$ cat config.mk
export PLATFORM = sky130hd
export DESIGN_NAME = gif_frame_delay_extractor
export DESIGN_NICKNAME = d
export VERILOG_FILES = /design/src/design/gfde_pkg.sv /design/src/design/gif_frame_delay_extractor.sv /design/src/design/gfde_ms_to_cs.sv
export SDC_FILE = /design/constraint.sdc
export NUM_CORES = 2
export LEC_CHECK = 0
export ABC_AREA = 1
export BUFFER_PORTS_ARGS = -buffer_cell sky130_fd_sc_hd__buf_4
export CAP_MARGIN = 0
export CORE_MARGIN = 1
export CORE_UTILIZATION = 50
export DETAILED_ROUTE_END_ITERATION = 8
export GPL_TIMING_DRIVEN = 0
export PLACE_DENSITY = 0.67
export SETUP_SLACK_MARGIN = 0.02
export SLEW_MARGIN = 30
export SYNTH_ARGS = -nofsm -noshare
export SYNTH_HDL_FRONTEND = slang
export SYNTH_SLANG_ARGS = --single-unit
export TNS_END_PERCENT = 20
$ cat constraint.sdc
create_clock -name aclk -period 13.8 [get_ports aclk]
set_clock_uncertainty 0.15 [all_clocks]
set_input_delay 0.69 -clock aclk [delete_from_list [all_inputs] [get_ports aclk]]
set_output_delay 0.69 -clock aclk [all_outputs]
set_load 0.01 [all_outputs]
$ cat src/design/gfde_pkg.sv
`timescale 1ns / 1ps
// Shared types and constants of the GIF frame delay extractor.
// No dependencies; used by gif_frame_delay_extractor, gfde_stream_checker and gif_frame_delay_extractor_tb.
package gfde_pkg;

    typedef enum logic [18:0] {
        PH_HEADER       = 19'd1,
        PH_GTABLE       = 19'd2,
        PH_BLOCK        = 19'd4,
        PH_LABEL        = 19'd8,
        PH_GCE          = 19'd16,
        PH_APP_LEN      = 19'd32,
        PH_APP_ID       = 19'd64,
        PH_APP_VLEN     = 19'd128,
        PH_APP_VAL      = 19'd256,
        PH_APP_TERM     = 19'd512,
        PH_EXT_SUB_LEN  = 19'd1024,
        PH_EXT_SUB_DATA = 19'd2048,
        PH_IMG_DESC     = 19'd4096,
        PH_IMG_LTABLE   = 19'd8192,
        PH_IMG_LZW      = 19'd16384,
        PH_IMG_SUB_LEN  = 19'd32768,
        PH_IMG_SUB_DATA = 19'd65536,
        PH_FAIL_FMT     = 19'd131072,
        PH_FAIL_LIM     = 19'd262144
    } phase_t;

    localparam logic [7:0] GIF_TRAILER    = 8'h3B;
    localparam logic [7:0] GIF_EXT_INTRO  = 8'h21;
    localparam logic [7:0] GIF_IMG_INTRO  = 8'h2C;
    localparam logic [7:0] LBL_GCE        = 8'hF9;
    localparam logic [7:0] LBL_APP        = 8'hFF;
    localparam logic [7:0] LBL_PLAIN_TEXT = 8'h01;
    localparam logic [7:0] TABLE_FLAG     = 8'h80;

    localparam logic [1:0] ST_OK  = 2'd0;
    localparam logic [1:0] ST_FMT = 2'd1;
    localparam logic [1:0] ST_LIM = 2'd2;

    localparam logic [16:0] LOOP_NONE = 17'h1FFFF;

    localparam logic [2:0] REG_EXPECTED_FRAMES = 3'd0;
    localparam logic [2:0] REG_MAX_DURATION    = 3'd1;
    localparam logic [2:0] REG_DEFAULT_DELAY   = 3'd2;
    localparam logic [2:0] REG_MIN_DELAY       = 3'd3;
    localparam logic [2:0] REG_MAX_BLOCKS      = 3'd4;

    localparam logic [7:0] LOOP_ID_A [11] = '{8'h4e, 8'h45, 8'h54, 8'h53, 8'h43, 8'h41,
                                             8'h50, 8'h45, 8'h32, 8'h2e, 8'h30};
    localparam logic [7:0] LOOP_ID_B [11] = '{8'h41, 8'h4e, 8'h49, 8'h4d, 8'h45, 8'h58,
                                             8'h54, 8'h53, 8'h31, 8'h2e, 8'h30};

    // Color table size in bytes: 3 * 2^(size field + 1)
    function automatic logic [9:0] table_size(input logic [7:0] packed_b);
        logic [3:0] sh;
        sh = {1'b0, packed_b[2:0]} + 4'd1;
        return 10'd3 << sh;
    endfunction

endpackage

$ cat src/design/gif_frame_delay_extractor.sv
`timescale 1ns / 1ps
// GIF frame delay extractor: walks the GIF block structure one byte per beat.
// Results are registered: each goes to the result register, or to the skid while that one is full.
// Throughput: one byte per cycle (skid empty); the parser is a single registered state update.
// A two-deep output (result register plus skid) keeps s_tready high while one result waits.
// Reset (aresetn low, synchronous): parser to header phase, outputs empty, registers to defaults.
// Depends on gfde_pkg and gfde_ms_to_cs.
module gif_frame_delay_extractor #(
    parameter int DURATION_WIDTH = 40
) (
    input  logic        aclk,
    input  logic        aresetn,
    input  logic        s_tvalid,
    output logic        s_tready,
    input  logic [7:0]  s_tdata,   // [7:0] data_byte
    input  logic        s_tlast,   // last_byte
    output logic        m_tvalid,
    input  logic        m_tready,
    // [15:0] frame_index, [31:16] delay_cs, [33:32] status, [50:34] loop_count, rest zero
    output logic [55:0] m_tdata,
    output logic        m_tuser,   // kind: 0 frame delay, 1 end-of-file status
    input  logic        psel,
    input  logic        penable,
    input  logic        pwrite,
    input  logic [4:0]  paddr,
    input  logic [31:0] pwdata,
    output logic [31:0] prdata,
    output logic        pready
);
    localparam int DW = DURATION_WIDTH;
    localparam logic [DW-1:0] DUR_MAX = {DW{1'b1}};

    // ---------------- configuration registers ----------------
    logic [15:0] expected_frames_reg;
    logic [30:0] max_duration_reg;
    logic [19:0] default_delay_reg;
    logic [19:0] min_delay_reg;
    logic [19:0] max_blocks_reg;
    logic        cfg_wr;
    logic [2:0]  cfg_idx;

    assign pready  = 1'b1;
    assign cfg_idx = paddr[4:2];
    assign cfg_wr  = psel & penable & pwrite;

    always_ff @(posedge aclk) begin
        if (!aresetn) begin
            expected_frames_reg <= 16'd1;
            max_duration_reg    <= 31'd0;
            default_delay_reg   <= 20'd100;
            min_delay_reg       <= 20'd20;
            max_blocks_reg      <= 20'd65536;
        end else if (cfg_wr) begin
            case (cfg_idx)
                gfde_pkg::REG_EXPECTED_FRAMES: expected_frames_reg <= pwdata[15:0];
                gfde_pkg::REG_MAX_DURATION:    max_duration_reg    <= pwdata[30:0];
                gfde_pkg::REG_DEFAULT_DELAY:   default_delay_reg   <= pwdata[19:0];
                gfde_pkg::REG_MIN_DELAY:       min_delay_reg       <= pwdata[19:0];
                gfde_pkg::REG_MAX_BLOCKS:      max_blocks_reg      <= pwdata[19:0];
                default: ;
            endcase
        end
    end

    always_comb begin
        case (cfg_idx)
            gfde_pkg::REG_EXPECTED_FRAMES: prdata = {16'd0, expected_frames_reg};
            gfde_pkg::REG_MAX_DURATION:    prdata = {1'b0, max_duration_reg};
            gfde_pkg::REG_DEFAULT_DELAY:   prdata = {12'd0, default_delay_reg};
            gfde_pkg::REG_MIN_DELAY:       prdata = {12'd0, min_delay_reg};
            gfde_pkg::REG_MAX_BLOCKS:      prdata = {12'd0, max_blocks_reg};
            default:                       prdata = 32'd0;
        endcase
    end

    // Registered centisecond forms of the delay registers; they change in the cycle after those do.
    logic [15:0] default_cs_reg;
    logic [15:0] min_cs_reg;

    gfde_ms_to_cs u_default_cs (.aclk(aclk), .ms(default_delay_reg), .cs_reg(default_cs_reg));
    gfde_ms_to_cs u_min_cs     (.aclk(aclk), .ms(min_delay_reg),     .cs_reg(min_cs_reg));

    // ---------------- parser state ----------------
    gfde_pkg::phase_t phase_reg, phase_next;
    logic [9:0]    pos_reg, pos_next;
    logic [9:0]    skip_reg, skip_next;
    logic [19:0]   blocks_reg, blocks_next;
    logic [15:0]   pend_delay_reg, pend_delay_next;
    logic          pend_valid_reg, pend_valid_next;
    logic [16:0]   loop_reg, loop_next;
    logic          loop_seen_reg, loop_seen_next;
    logic [15:0]   frames_reg, frames_next;
    logic [DW-1:0] total_reg, total_next;
    logic [1:0]    idm_reg, idm_next;
    logic [7:0]    saved_reg, saved_next;
    logic          fwl_reg, fwl_next;

    logic          s_fire;
    logic [7:0]    b;
    logic          last;
    logic          blk_ok;
    logic          frame_done;
    logic          trailer_ok;
    logic [9:0]    skip_dec;
    logic [19:0]   raw_x10;
    logic [15:0]   raw;
    logic [15:0]   dl;
    logic [19:0]   d10;
    logic [DW:0]   dur_sum;
    logic [3:0]    id_idx;

    // result of this beat
    logic          res_valid;
    logic          res_kind;
    logic [55:0]   res_data;
    logic [1:0]    res_status;

    assign b        = s_tdata;
    assign last     = s_tlast;
    assign blk_ok   = blocks_reg < max_blocks_reg;
    assign skip_dec = skip_reg - 10'd1;
    assign raw      = {b, saved_reg};
    assign raw_x10  = {1'b0, raw, 3'b000} + {3'b000, raw, 1'b0};
    assign dl       = pend_valid_reg ? pend_delay_reg : default_cs_reg;
    assign d10      = {1'b0, dl, 3'b000} + {3'b000, dl, 1'b0};
    assign dur_sum  = {1'b0, total_reg} + {{(DW-19){1'b0}}, d10};
    assign id_idx   = pos_reg[3:0];

    always_comb begin
        phase_next      = phase_reg;
        pos_next        = pos_reg;
        skip_next       = skip_reg;
        blocks_next     = blocks_reg;
        pend_delay_next = pend_delay_reg;
        pend_valid_next = pend_valid_reg;
        loop_next       = loop_reg;
        loop_seen_next  = loop_seen_reg;
        frames_next     = frames_reg;
        total_next      = total_reg;
        idm_next        = idm_reg;
        saved_next      = saved_reg;
        fwl_next        = fwl_reg;
        frame_done      = 1'b0;
        trailer_ok      = 1'b0;

        if (!fwl_reg) begin
            case (phase_reg)
                gfde_pkg::PH_HEADER: begin
                    if (pos_reg == 10'd10) saved_next = b;
                    if (pos_reg == 10'd12) begin
                        pos_next = 10'd0;
                        if (saved_reg[7]) begin
                            skip_next  = gfde_pkg::table_size(saved_reg);
                            phase_next = gfde_pkg::PH_GTABLE;
                        end else begin
                            phase_next = gfde_pkg::PH_BLOCK;
                        end
                    end else begin
                        pos_next = pos_reg + 10'd1;
                    end
                end
                gfde_pkg::PH_GTABLE, gfde_pkg::PH_IMG_LTABLE: begin
                    skip_next = skip_dec;
                    if (skip_dec == 10'd0)
                        phase_next = (phase_reg == gfde_pkg::PH_GTABLE) ?
                                     gfde_pkg::PH_BLOCK : gfde_pkg::PH_IMG_LZW;
                end
                gfde_pkg::PH_BLOCK: begin
                    if (!blk_ok) begin
                        phase_next = gfde_pkg::PH_FAIL_LIM; fwl_next = 1'b1;
                    end else begin
                        blocks_next = blocks_reg + 20'd1;
                        if (b == gfde_pkg::GIF_TRAILER) begin
                            if (!last || pend_valid_reg || expected_frames_reg == 16'd0 ||
                                frames_reg != expected_frames_reg) begin
                                phase_next = gfde_pkg::PH_FAIL_FMT; fwl_next = 1'b1;
                            end else begin
                                trailer_ok = 1'b1;
                            end
                        end else if (b == gfde_pkg::GIF_EXT_INTRO) begin
                            phase_next = gfde_pkg::PH_LABEL;
                        end else if (b != gfde_pkg::GIF_IMG_INTRO ||
                                     frames_reg >= expected_frames_reg) begin
                            phase_next = gfde_pkg::PH_FAIL_FMT; fwl_next = 1'b1;
                        end else begin
                            pos_next   = 10'd0;
                            phase_next = gfde_pkg::PH_IMG_DESC;
                        end
                    end
                end
                gfde_pkg::PH_LABEL: begin
                    if (b == gfde_pkg::LBL_GCE) begin
                        if (pend_valid_reg) begin
                            phase_next = gfde_pkg::PH_FAIL_FMT; fwl_next = 1'b1;
                        end else begin
                            pos_next   = 10'd0;
                            phase_next = gfde_pkg::PH_GCE;
                        end
                    end else if (b == gfde_pkg::LBL_APP) begin
                        phase_next = gfde_pkg::PH_APP_LEN;
                    end else begin
                        // plain text cancels a pending graphics control delay
                        if (b == gfde_pkg::LBL_PLAIN_TEXT) pend_valid_next = 1'b0;
                        phase_next = gfde_pkg::PH_EXT_SUB_LEN;
                    end
                end
                gfde_pkg::PH_GCE: begin
                    if (pos_reg == 10'd0 && b != 8'd4) begin
                        phase_next = gfde_pkg::PH_FAIL_FMT; fwl_next = 1'b1;
                    end else if (pos_reg == 10'd5) begin
                        if (b != 8'd0) begin
                            phase_next = gfde_pkg::PH_FAIL_FMT; fwl_next = 1'b1;
                        end else begin
                            pend_valid_next = 1'b1;
                            pos_next        = 10'd0;
                            phase_next      = gfde_pkg::PH_BLOCK;
                        end
                    end else begin
                        if (pos_reg == 10'd2) saved_next = b;
                        if (pos_reg == 10'd3) begin
                            if (raw == 16'd0)             pend_delay_next = default_cs_reg;
                            else if (raw_x10 < min_delay_reg) pend_delay_next = min_cs_reg;
                            else                          pend_delay_next = raw;
                        end
                        pos_next = pos_reg + 10'd1;
                    end
                end
                gfde_pkg::PH_APP_LEN: begin
                    if (!blk_ok) begin
                        phase_next = gfde_pkg::PH_FAIL_LIM; fwl_next = 1'b1;
                    end else begin
                        blocks_next = blocks_reg + 20'd1;
                        if (b == 8'd0) begin
                            phase_next = gfde_pkg::PH_BLOCK;
                        end else begin
                            idm_next   = (b == 8'd11) ? 2'b11 : 2'b00;
                            skip_next  = {2'b00, b};
                            pos_next   = 10'd0;
                            phase_next = gfde_pkg::PH_APP_ID;
                        end
                    end
                end
                gfde_pkg::PH_APP_ID: begin
                    if (pos_reg < 10'd11) begin
                        if (b != gfde_pkg::LOOP_ID_A[id_idx]) idm_next[0] = 1'b0;
                        if (b != gfde_pkg::LOOP_ID_B[id_idx]) idm_next[1] = 1'b0;
                    end
                    pos_next  = pos_reg + 10'd1;
                    skip_next = skip_dec;
                    if (skip_dec == 10'd0) begin
                        pos_next = 10'd0;
                        if (idm_next != 2'b00) begin
                            // a second looping block is a format error
                            if (loop_seen_reg) begin
                                phase_next = gfde_pkg::PH_FAIL_FMT; fwl_next = 1'b1;
                            end else begin
                                phase_next = gfde_pkg::PH_APP_VLEN;
                            end
                        end else begin
                            phase_next = gfde_pkg::PH_EXT_SUB_LEN;
                        end
                    end
                end
                gfde_pkg::PH_APP_VLEN: begin
                    if (!blk_ok) begin
                        phase_next = gfde_pkg::PH_FAIL_LIM; fwl_next = 1'b1;
                    end else begin
                        blocks_next = blocks_reg + 20'd1;
                        if (b != 8'd3) begin
                            phase_next = gfde_pkg::PH_FAIL_FMT; fwl_next = 1'b1;
                        end else begin
                            pos_next   = 10'd0;
                            phase_next = gfde_pkg::PH_APP_VAL;
                        end
                    end
                end
                gfde_pkg::PH_APP_VAL: begin
                    if (pos_reg == 10'd0) begin
                        if (b != 8'd1) begin
                            phase_next = gfde_pkg::PH_FAIL_FMT; fwl_next = 1'b1;
                        end else begin
                            pos_next = pos_reg + 10'd1;
                        end
                    end else if (pos_reg == 10'd1) begin
                        saved_next = b;
                        pos_next   = pos_reg + 10'd1;
                    end else begin
                        loop_next  = {1'b0, b, saved_reg};
                        pos_next   = 10'd0;
                        phase_next = gfde_pkg::PH_APP_TERM;
                    end
                end
                gfde_pkg::PH_APP_TERM: begin
                    if (!blk_ok) begin
                        phase_next = gfde_pkg::PH_FAIL_LIM; fwl_next = 1'b1;
                    end else begin
                        blocks_next = blocks_reg + 20'd1;
                        if (b != 8'd0) begin
                            phase_next = gfde_pkg::PH_FAIL_FMT; fwl_next = 1'b1;
                        end else begin
                            loop_seen_next = 1'b1;
                            phase_next     = gfde_pkg::PH_BLOCK;
                        end
                    end
                end
                gfde_pkg::PH_EXT_SUB_LEN, gfde_pkg::PH_IMG_SUB_LEN: begin
                    if (!blk_ok) begin
                        phase_next = gfde_pkg::PH_FAIL_LIM; fwl_next = 1'b1;
                    end else begin
                        blocks_next = blocks_reg + 20'd1;
                        if (b != 8'd0) begin
                            skip_next  = {2'b00, b};
                            phase_next = (phase_reg == gfde_pkg::PH_EXT_SUB_LEN) ?
                                         gfde_pkg::PH_EXT_SUB_DATA : gfde_pkg::PH_IMG_SUB_DATA;
                        end else if (phase_reg == gfde_pkg::PH_EXT_SUB_LEN) begin
                            phase_next = gfde_pkg::PH_BLOCK;
                        end else if (dur_sum[DW]) begin
                            // total would wrap past the duration counter
                            phase_next = gfde_pkg::PH_FAIL_LIM; fwl_next = 1'b1;
                        end else if (max_duration_reg != 31'd0 &&
                                     dur_sum[DW-1:0] > {{(DW-31){1'b0}}, max_duration_reg}) begin
                            phase_next = gfde_pkg::PH_FAIL_LIM; fwl_next = 1'b1;
                        end else begin
                            total_next      = dur_sum[DW-1:0];
                            frame_done      = 1'b1;
                            pend_valid_next = 1'b0;
                            phase_next      = gfde_pkg::PH_BLOCK;
                        end
                    end
                end
                gfde_pkg::PH_EXT_SUB_DATA, gfde_pkg::PH_IMG_SUB_DATA: begin
                    skip_next = skip_dec;
                    if (skip_dec == 10'd0)
                        phase_next = (phase_reg == gfde_pkg::PH_EXT_SUB_DATA) ?
                                     gfde_pkg::PH_EXT_SUB_LEN : gfde_pkg::PH_IMG_SUB_LEN;
                end
                gfde_pkg::PH_IMG_DESC: begin
                    if (pos_reg == 10'd8) begin
                        saved_next = b;
                        pos_next   = 10'd0;
                        if (b[7]) begin
                            skip_next  = gfde_pkg::table_size(b);
                            phase_next = gfde_pkg::PH_IMG_LTABLE;
                        end else begin
                            phase_next = gfde_pkg::PH_IMG_LZW;
                        end
                    end else begin
                        pos_next = pos_reg + 10'd1;
                    end
                end
                gfde_pkg::PH_IMG_LZW: begin
                    if (b < 8'd2 || b > 8'd8) begin
                        phase_next = gfde_pkg::PH_FAIL_FMT; fwl_next = 1'b1;
                    end else begin
                        phase_next = gfde_pkg::PH_IMG_SUB_LEN;
                    end
                end
                default: begin
                    phase_next = gfde_pkg::PH_FAIL_FMT; fwl_next = 1'b1;
                end
            endcase
        end

        // Build the result of this beat.
        res_valid  = 1'b0;
        res_kind   = 1'b0;
        res_status = gfde_pkg::ST_OK;
        res_data   = 56'd0;
        if (last) begin
            res_valid = 1'b1;
            res_kind  = 1'b1;
            if (fwl_next)
                res_status = (phase_next == gfde_pkg::PH_FAIL_LIM) ?
                             gfde_pkg::ST_LIM : gfde_pkg::ST_FMT;
            else
                res_status = trailer_ok ? gfde_pkg::ST_OK : gfde_pkg::ST_FMT;
            res_data = {5'd0,
                        (res_status == gfde_pkg::ST_OK) ? loop_next : gfde_pkg::LOOP_NONE,
                        res_status, 16'd0, 16'd0};
            // file done: return the parser to its reset state
            phase_next      = gfde_pkg::PH_HEADER;
            pos_next        = 10'd0;
            skip_next       = 10'd0;
            blocks_next     = 20'd0;
            pend_delay_next = 16'd0;
            pend_valid_next = 1'b0;
            loop_next       = gfde_pkg::LOOP_NONE;
            loop_seen_next  = 1'b0;
            frames_next     = 16'd0;
            total_next      = '0;
            idm_next        = 2'b11;
            saved_next      = 8'd0;
            fwl_next        = 1'b0;
        end else if (frame_done) begin
            res_valid   = 1'b1;
            res_data    = {5'd0, gfde_pkg::LOOP_NONE, gfde_pkg::ST_OK, dl, frames_reg};
            frames_next = frames_reg + 16'd1;
        end
    end

    // ---------------- output register and skid ----------------
    logic        out_valid_reg;
    logic        out_kind_reg;
    logic [55:0] out_data_reg;
    logic        skid_valid_reg;
    logic        skid_kind_reg;
    logic [55:0] skid_data_reg;
    logic        push;
    logic        pop;

    assign s_tready = ~skid_valid_reg;
    assign s_fire   = s_tvalid & s_tready;
    assign push     = s_fire & res_valid;
    assign pop      = out_valid_reg & m_tready;
    assign m_tvalid = out_valid_reg;
    assign m_tdata  = out_data_reg;
    assign m_tuser  = out_kind_reg;

    always_ff @(posedge aclk) begin
        if (!aresetn) begin
            out_valid_reg  <= 1'b0;
            skid_valid_reg <= 1'b0;
        end else if (skid_valid_reg) begin
            // input is held off; drain the skid into the result register
            if (pop) begin
                out_kind_reg   <= skid_kind_reg;
                out_data_reg   <= skid_data_reg;
                skid_valid_reg <= 1'b0;
            end
        end else if (push) begin
            if (!out_valid_reg || pop) begin
                out_valid_reg <= 1'b1;
                out_kind_reg  <= res_kind;
                out_data_reg  <= res_data;
            end else begin
                skid_valid_reg <= 1'b1;
                skid_kind_reg  <= res_kind;
                skid_data_reg  <= res_data;
            end
        end else if (pop) begin
            out_valid_reg <= 1'b0;
        end
    end

    // Advance the parser on every accepted byte beat.
    always_ff @(posedge aclk) begin
        if (!aresetn) begin
            phase_reg      <= gfde_pkg::PH_HEADER;
            pos_reg        <= 10'd0;
            skip_reg       <= 10'd0;
            blocks_reg     <= 20'd0;
            pend_delay_reg <= 16'd0;
            pend_valid_reg <= 1'b0;
            loop_reg       <= gfde_pkg::LOOP_NONE;
            loop_seen_reg  <= 1'b0;
            frames_reg     <= 16'd0;
            total_reg      <= '0;
            idm_reg        <= 2'b11;
            saved_reg      <= 8'd0;
            fwl_reg        <= 1'b0;
        end else if (s_fire) begin
            phase_reg      <= phase_next;
            pos_reg        <= pos_next;
            skip_reg       <= skip_next;
            blocks_reg     <= blocks_next;
            pend_delay_reg <= pend_delay_next;
            pend_valid_reg <= pend_valid_next;
            loop_reg       <= loop_next;
            loop_seen_reg  <= loop_seen_next;
            frames_reg     <= frames_next;
            total_reg      <= total_next;
            idm_reg        <= idm_next;
            saved_reg      <= saved_next;
            fwl_reg        <= fwl_next;
        end
    end

    // ---------------- assertions ----------------
    a_skid_implies_out: assert property (@(posedge aclk) disable iff (!aresetn)
        skid_valid_reg |-> out_valid_reg) else $error("skid full with empty result register");

    a_phase_onehot: assert property (@(posedge aclk) disable iff (!aresetn)
        $onehot(phase_reg)) else $error("parser phase not one-hot");

    a_fail_phase: assert property (@(posedge aclk) disable iff (!aresetn)
        fwl_reg |-> (phase_reg == gfde_pkg::PH_FAIL_FMT || phase_reg == gfde_pkg::PH_FAIL_LIM))
        else $error("failure flag outside a failure phase");

    a_last_clears: assert property (@(posedge aclk) disable iff (!aresetn)
        (s_fire && s_tlast) |=> (phase_reg == gfde_pkg::PH_HEADER && !fwl_reg))
        else $error("parser not returned to header after final byte");
endmodule

$ cat src/design/gfde_ms_to_cs.sv
`timescale 1ns / 1ps
// Millisecond to centisecond conversion, saturating at 16 bits, registered.
// Depends on nothing but the clock.
module gfde_ms_to_cs (
    input  logic        aclk,
    input  logic [19:0] ms,
    output logic [15:0] cs_reg
);
    logic [39:0] prod;
    logic [16:0] quot;
    logic [15:0] cs_next;

    // divide by 10 through the reciprocal ceil(2^23/10), exact below 2^22
    assign prod    = {20'd0, ms} * 40'd838861;
    assign quot    = prod[39:23];
    assign cs_next = quot[16] ? 16'hFFFF : quot[15:0];

    always_ff @(posedge aclk) begin
        cs_reg <= cs_next;
    end
endmodule

==> results.md <==
- Post-Syn Area: 0.03877 mm2
- Cells after Synth: 4,975
- Post-CTS setup buffers: 0
- GR Overflow Total: 0
- Maximum number of pins on one net before global-route repair: 27
- Global-route wire length before repair: 191,300 um
- Detailed placement HPWL: 102,700 um
- # DRC: 0
- P_sw: 0.001320 W
- Fmax: 108.7 MHz
- Synth top area share: 0.1720
- Clock Latency Late Sink: 0.62 ns
- Peak supply drop: 0.00008045 V
- Family with the most delay on the worst path: simple AND/OR/NAND/NOR gates
- Crit path kind: reg -> reg
- P&R area growth vs syn: 10.66%
- Hold Vio Cnt, Final: 0
- Worst min-delay path class: in -> reg
- Clk root buf: clkbuf_16
- Slowest-stage cell, CP: fa_1
- Buffers & Inverters on Critical Path: 12
- Static Leak: 20.81 nW
- Most used cell along the critical path: nand2_1
- Max-slew violations: 0
- Die Wd: 280.5 um
- Sw frac: 0.3476
- RSZ-0062 raised after global routing: no
- Initial DRC count: 3,192
- CTS Buffer Depth: 3
- Core area: 0.07633 mm2
- Worst slack, placed: 4.831 ns
- P_int: 0.002476 W
- CTS tree: built
- Worst r2r src: pend_valid_reg
- Final setup fails: 0
- Initial antenna violation count: 0
- Placed Area: 0.04121 mm2
- CTS Buf Count: 46
- Fin util: 0.5622
- CTS H-tree lvls: 2
- Post-synth EDFFs: 104
- Commonest cells after routing, fill and taps aside: inv_1, nand2_1, ha_1, nor2_1, a21oi_1
- Clock share of power: 0.368
- Startpoint types: flip-flop
- # IOs: 145
- WL per Instance: 19.95 um
- Sequential fraction of the synthesis area: 0.2359
- Hold EP: max_duration_reg[23]
- R2r endpoint: skid_data_reg[19]
- Relative slew slack: 0.2343
- Starting Density: 0.5080
- Hold-fix buffers, CTS: 0
- Critical Path RT: 13.96 ns
- Worst Max-Slew Pin Slew: 1.137 ns
- Leading area contributor after synthesis: ha_1
- Syn avg cell area: 7.794 um2
- Synth Flop Type: dfxtp_1
- Path depth of the worst reg2reg path: 35
- Slowest stage delay, CP: 0.53 ns
- Distinct cell type count after synthesis: 60
- Main area contributors after synthesis: ha_1, dfxtp_1, fa_1, inv_1, edfxtp_1
- Max capacitance violation total: 0
- Fin crit period: 9.198 ns
- Seq cells post-synth: 405
- Routed WL: 124,500 um
- Drt pass-1 iters: 7
- Status: finished clean
- Post-CTS sizing: 0
- DRT antenna net count: 0
- Hold path start: pwdata[23]
- Layout cells sized above 1: 0.06238
- Arrival time worst endpoint: 9.36 ns
- Routed via count: 34,473
- Worst-path clk slew: 0.07 ns
- Finished Cell Area: 0.04291 mm2
- I/O Buffers: 133
- Commonest non-fill, non-tap cell in the layout: inv_1
- Crit. End Element: flip-flop
- Vias in the first global route: 32,939
- GRT Util Overall: 0.3171
- Die area: 0.07867 mm2
- Die height: 280.5 um
- Power per Cell Area: 88.47 mW/mm2
- Crit path from: pend_valid_reg
- Final #Nets: 6,053
- Power Total: 0.003796 W
- Hold Crit Depth: 3
- # clock sinks: 405
- GPL Wtd Cong: 0.9958
- Via density per instance: 5.524
- Power share of the combinational group: 0.293
- Fin crit share: 0.6665
- Filler cells: 7,267
- Async SR Flop Fraction: 0
- Worst-path fanout max: 10
- Final WS setup: 4.602 ns
- R2R setup slack: 4.60 ns
- Synth warn: 0
- Sequential power share: 0.339
- Rows: 101
routing by layer:
layer,track usage,vias up,wire (um)
met2,0.5081,1303,55800
met3,0.04555,219,10100
met4,0.09682,0,3852
met1,0.4409,16361,54720
li1,-,16590,-
met5,0,-,0
stage by stage:
step | TNS [ns] | instances | hold slack, ns
detailed placement | 0 | 6155 | 0.3008
global route | 0 | 6240 | 0.2285
global placement | -59.95 | 6143 | 0.2944
finish | 0 | 6241 | 0.2175
floorplan | 0 | 4980 | 0.2792
CTS | 0 | 6240 | 0.1956
cell usage after synthesis, drive strengths merged, types with 25 or more instances:
| cell type | n |
|---|---|
| nor4 | 27 |
| a211oi | 25 |
| nor2 | 463 |
| a21oi | 397 |
| nand4 | 55 |
| nor3 | 86 |
| o211ai | 45 |
| o21ai | 279 |
| nand3 | 219 |
| inv | 943 |
| nand2 | 785 |
| edfxtp | 104 |
| xor2 | 77 |
| dfxtp | 301 |
| a31oi | 30 |
| buf | 37 |
| fa | 294 |
| clkbuf | 107 |
| ha | 533 |
worst max-delay path by stage:
stage                        endpoint  cells after the start  slack (ns)
finish              skid_data_reg[19]                     35        4.60
detailed placement  skid_data_reg[19]                     35        4.83
CTS                 skid_data_reg[19]                     35        4.76
global placement    skid_data_reg[19]                     29       -1.16
global route        skid_data_reg[19]                     35        4.29
floorplan            skid_data_reg[0]                     33        3.57
worst min-delay path: stages:
cell	delay, ns
buf_4	0.07
o21ai_0	0.07
a21oi_1	0.10
cell families after synthesis:
kind of cell,after synthesis,share of synthesized area
multiplexers,1,0.0002582
XOR/XNOR,98,0.02214
flip-flops,405,0.2359
adder cells (fa/ha/maj),827,0.3238
other,2,0.0001937
AO/OA/AOI/OAI,875,0.1260
AND/OR/NAND/NOR,1676,0.1840
buffers and inverters,1091,0.1076
power by group through the flow:
stage          Combinational (W)  Clock, W  Sequential, W
5_1_grt                  0.00125   0.00145        0.00129
6_report                 0.00111   0.00140        0.00129
4_1_cts                  0.00110   0.00140        0.00129
3_5_place_dp             0.00109         0        0.00131
3_3_place_gp             0.00107         0        0.00131
2_1_floorplan           0.000746         0        0.00130
cell type report:
type	instances	area, um2	area share
clock inverter	29	461.7	0.01076
antenna	1	2.502	0.00005832
clock buffer	56	1239	0.02887
inverter	947	3555	0.08284
tap	1030	1289	0.03003
sequential	405	9149	0.2132
multi-input combinational	3484	25480	0.5939
timing repair buffer	145	1109	0.02583
buffer	144	621.8	0.01449
(Power assumes the default switching activity.)
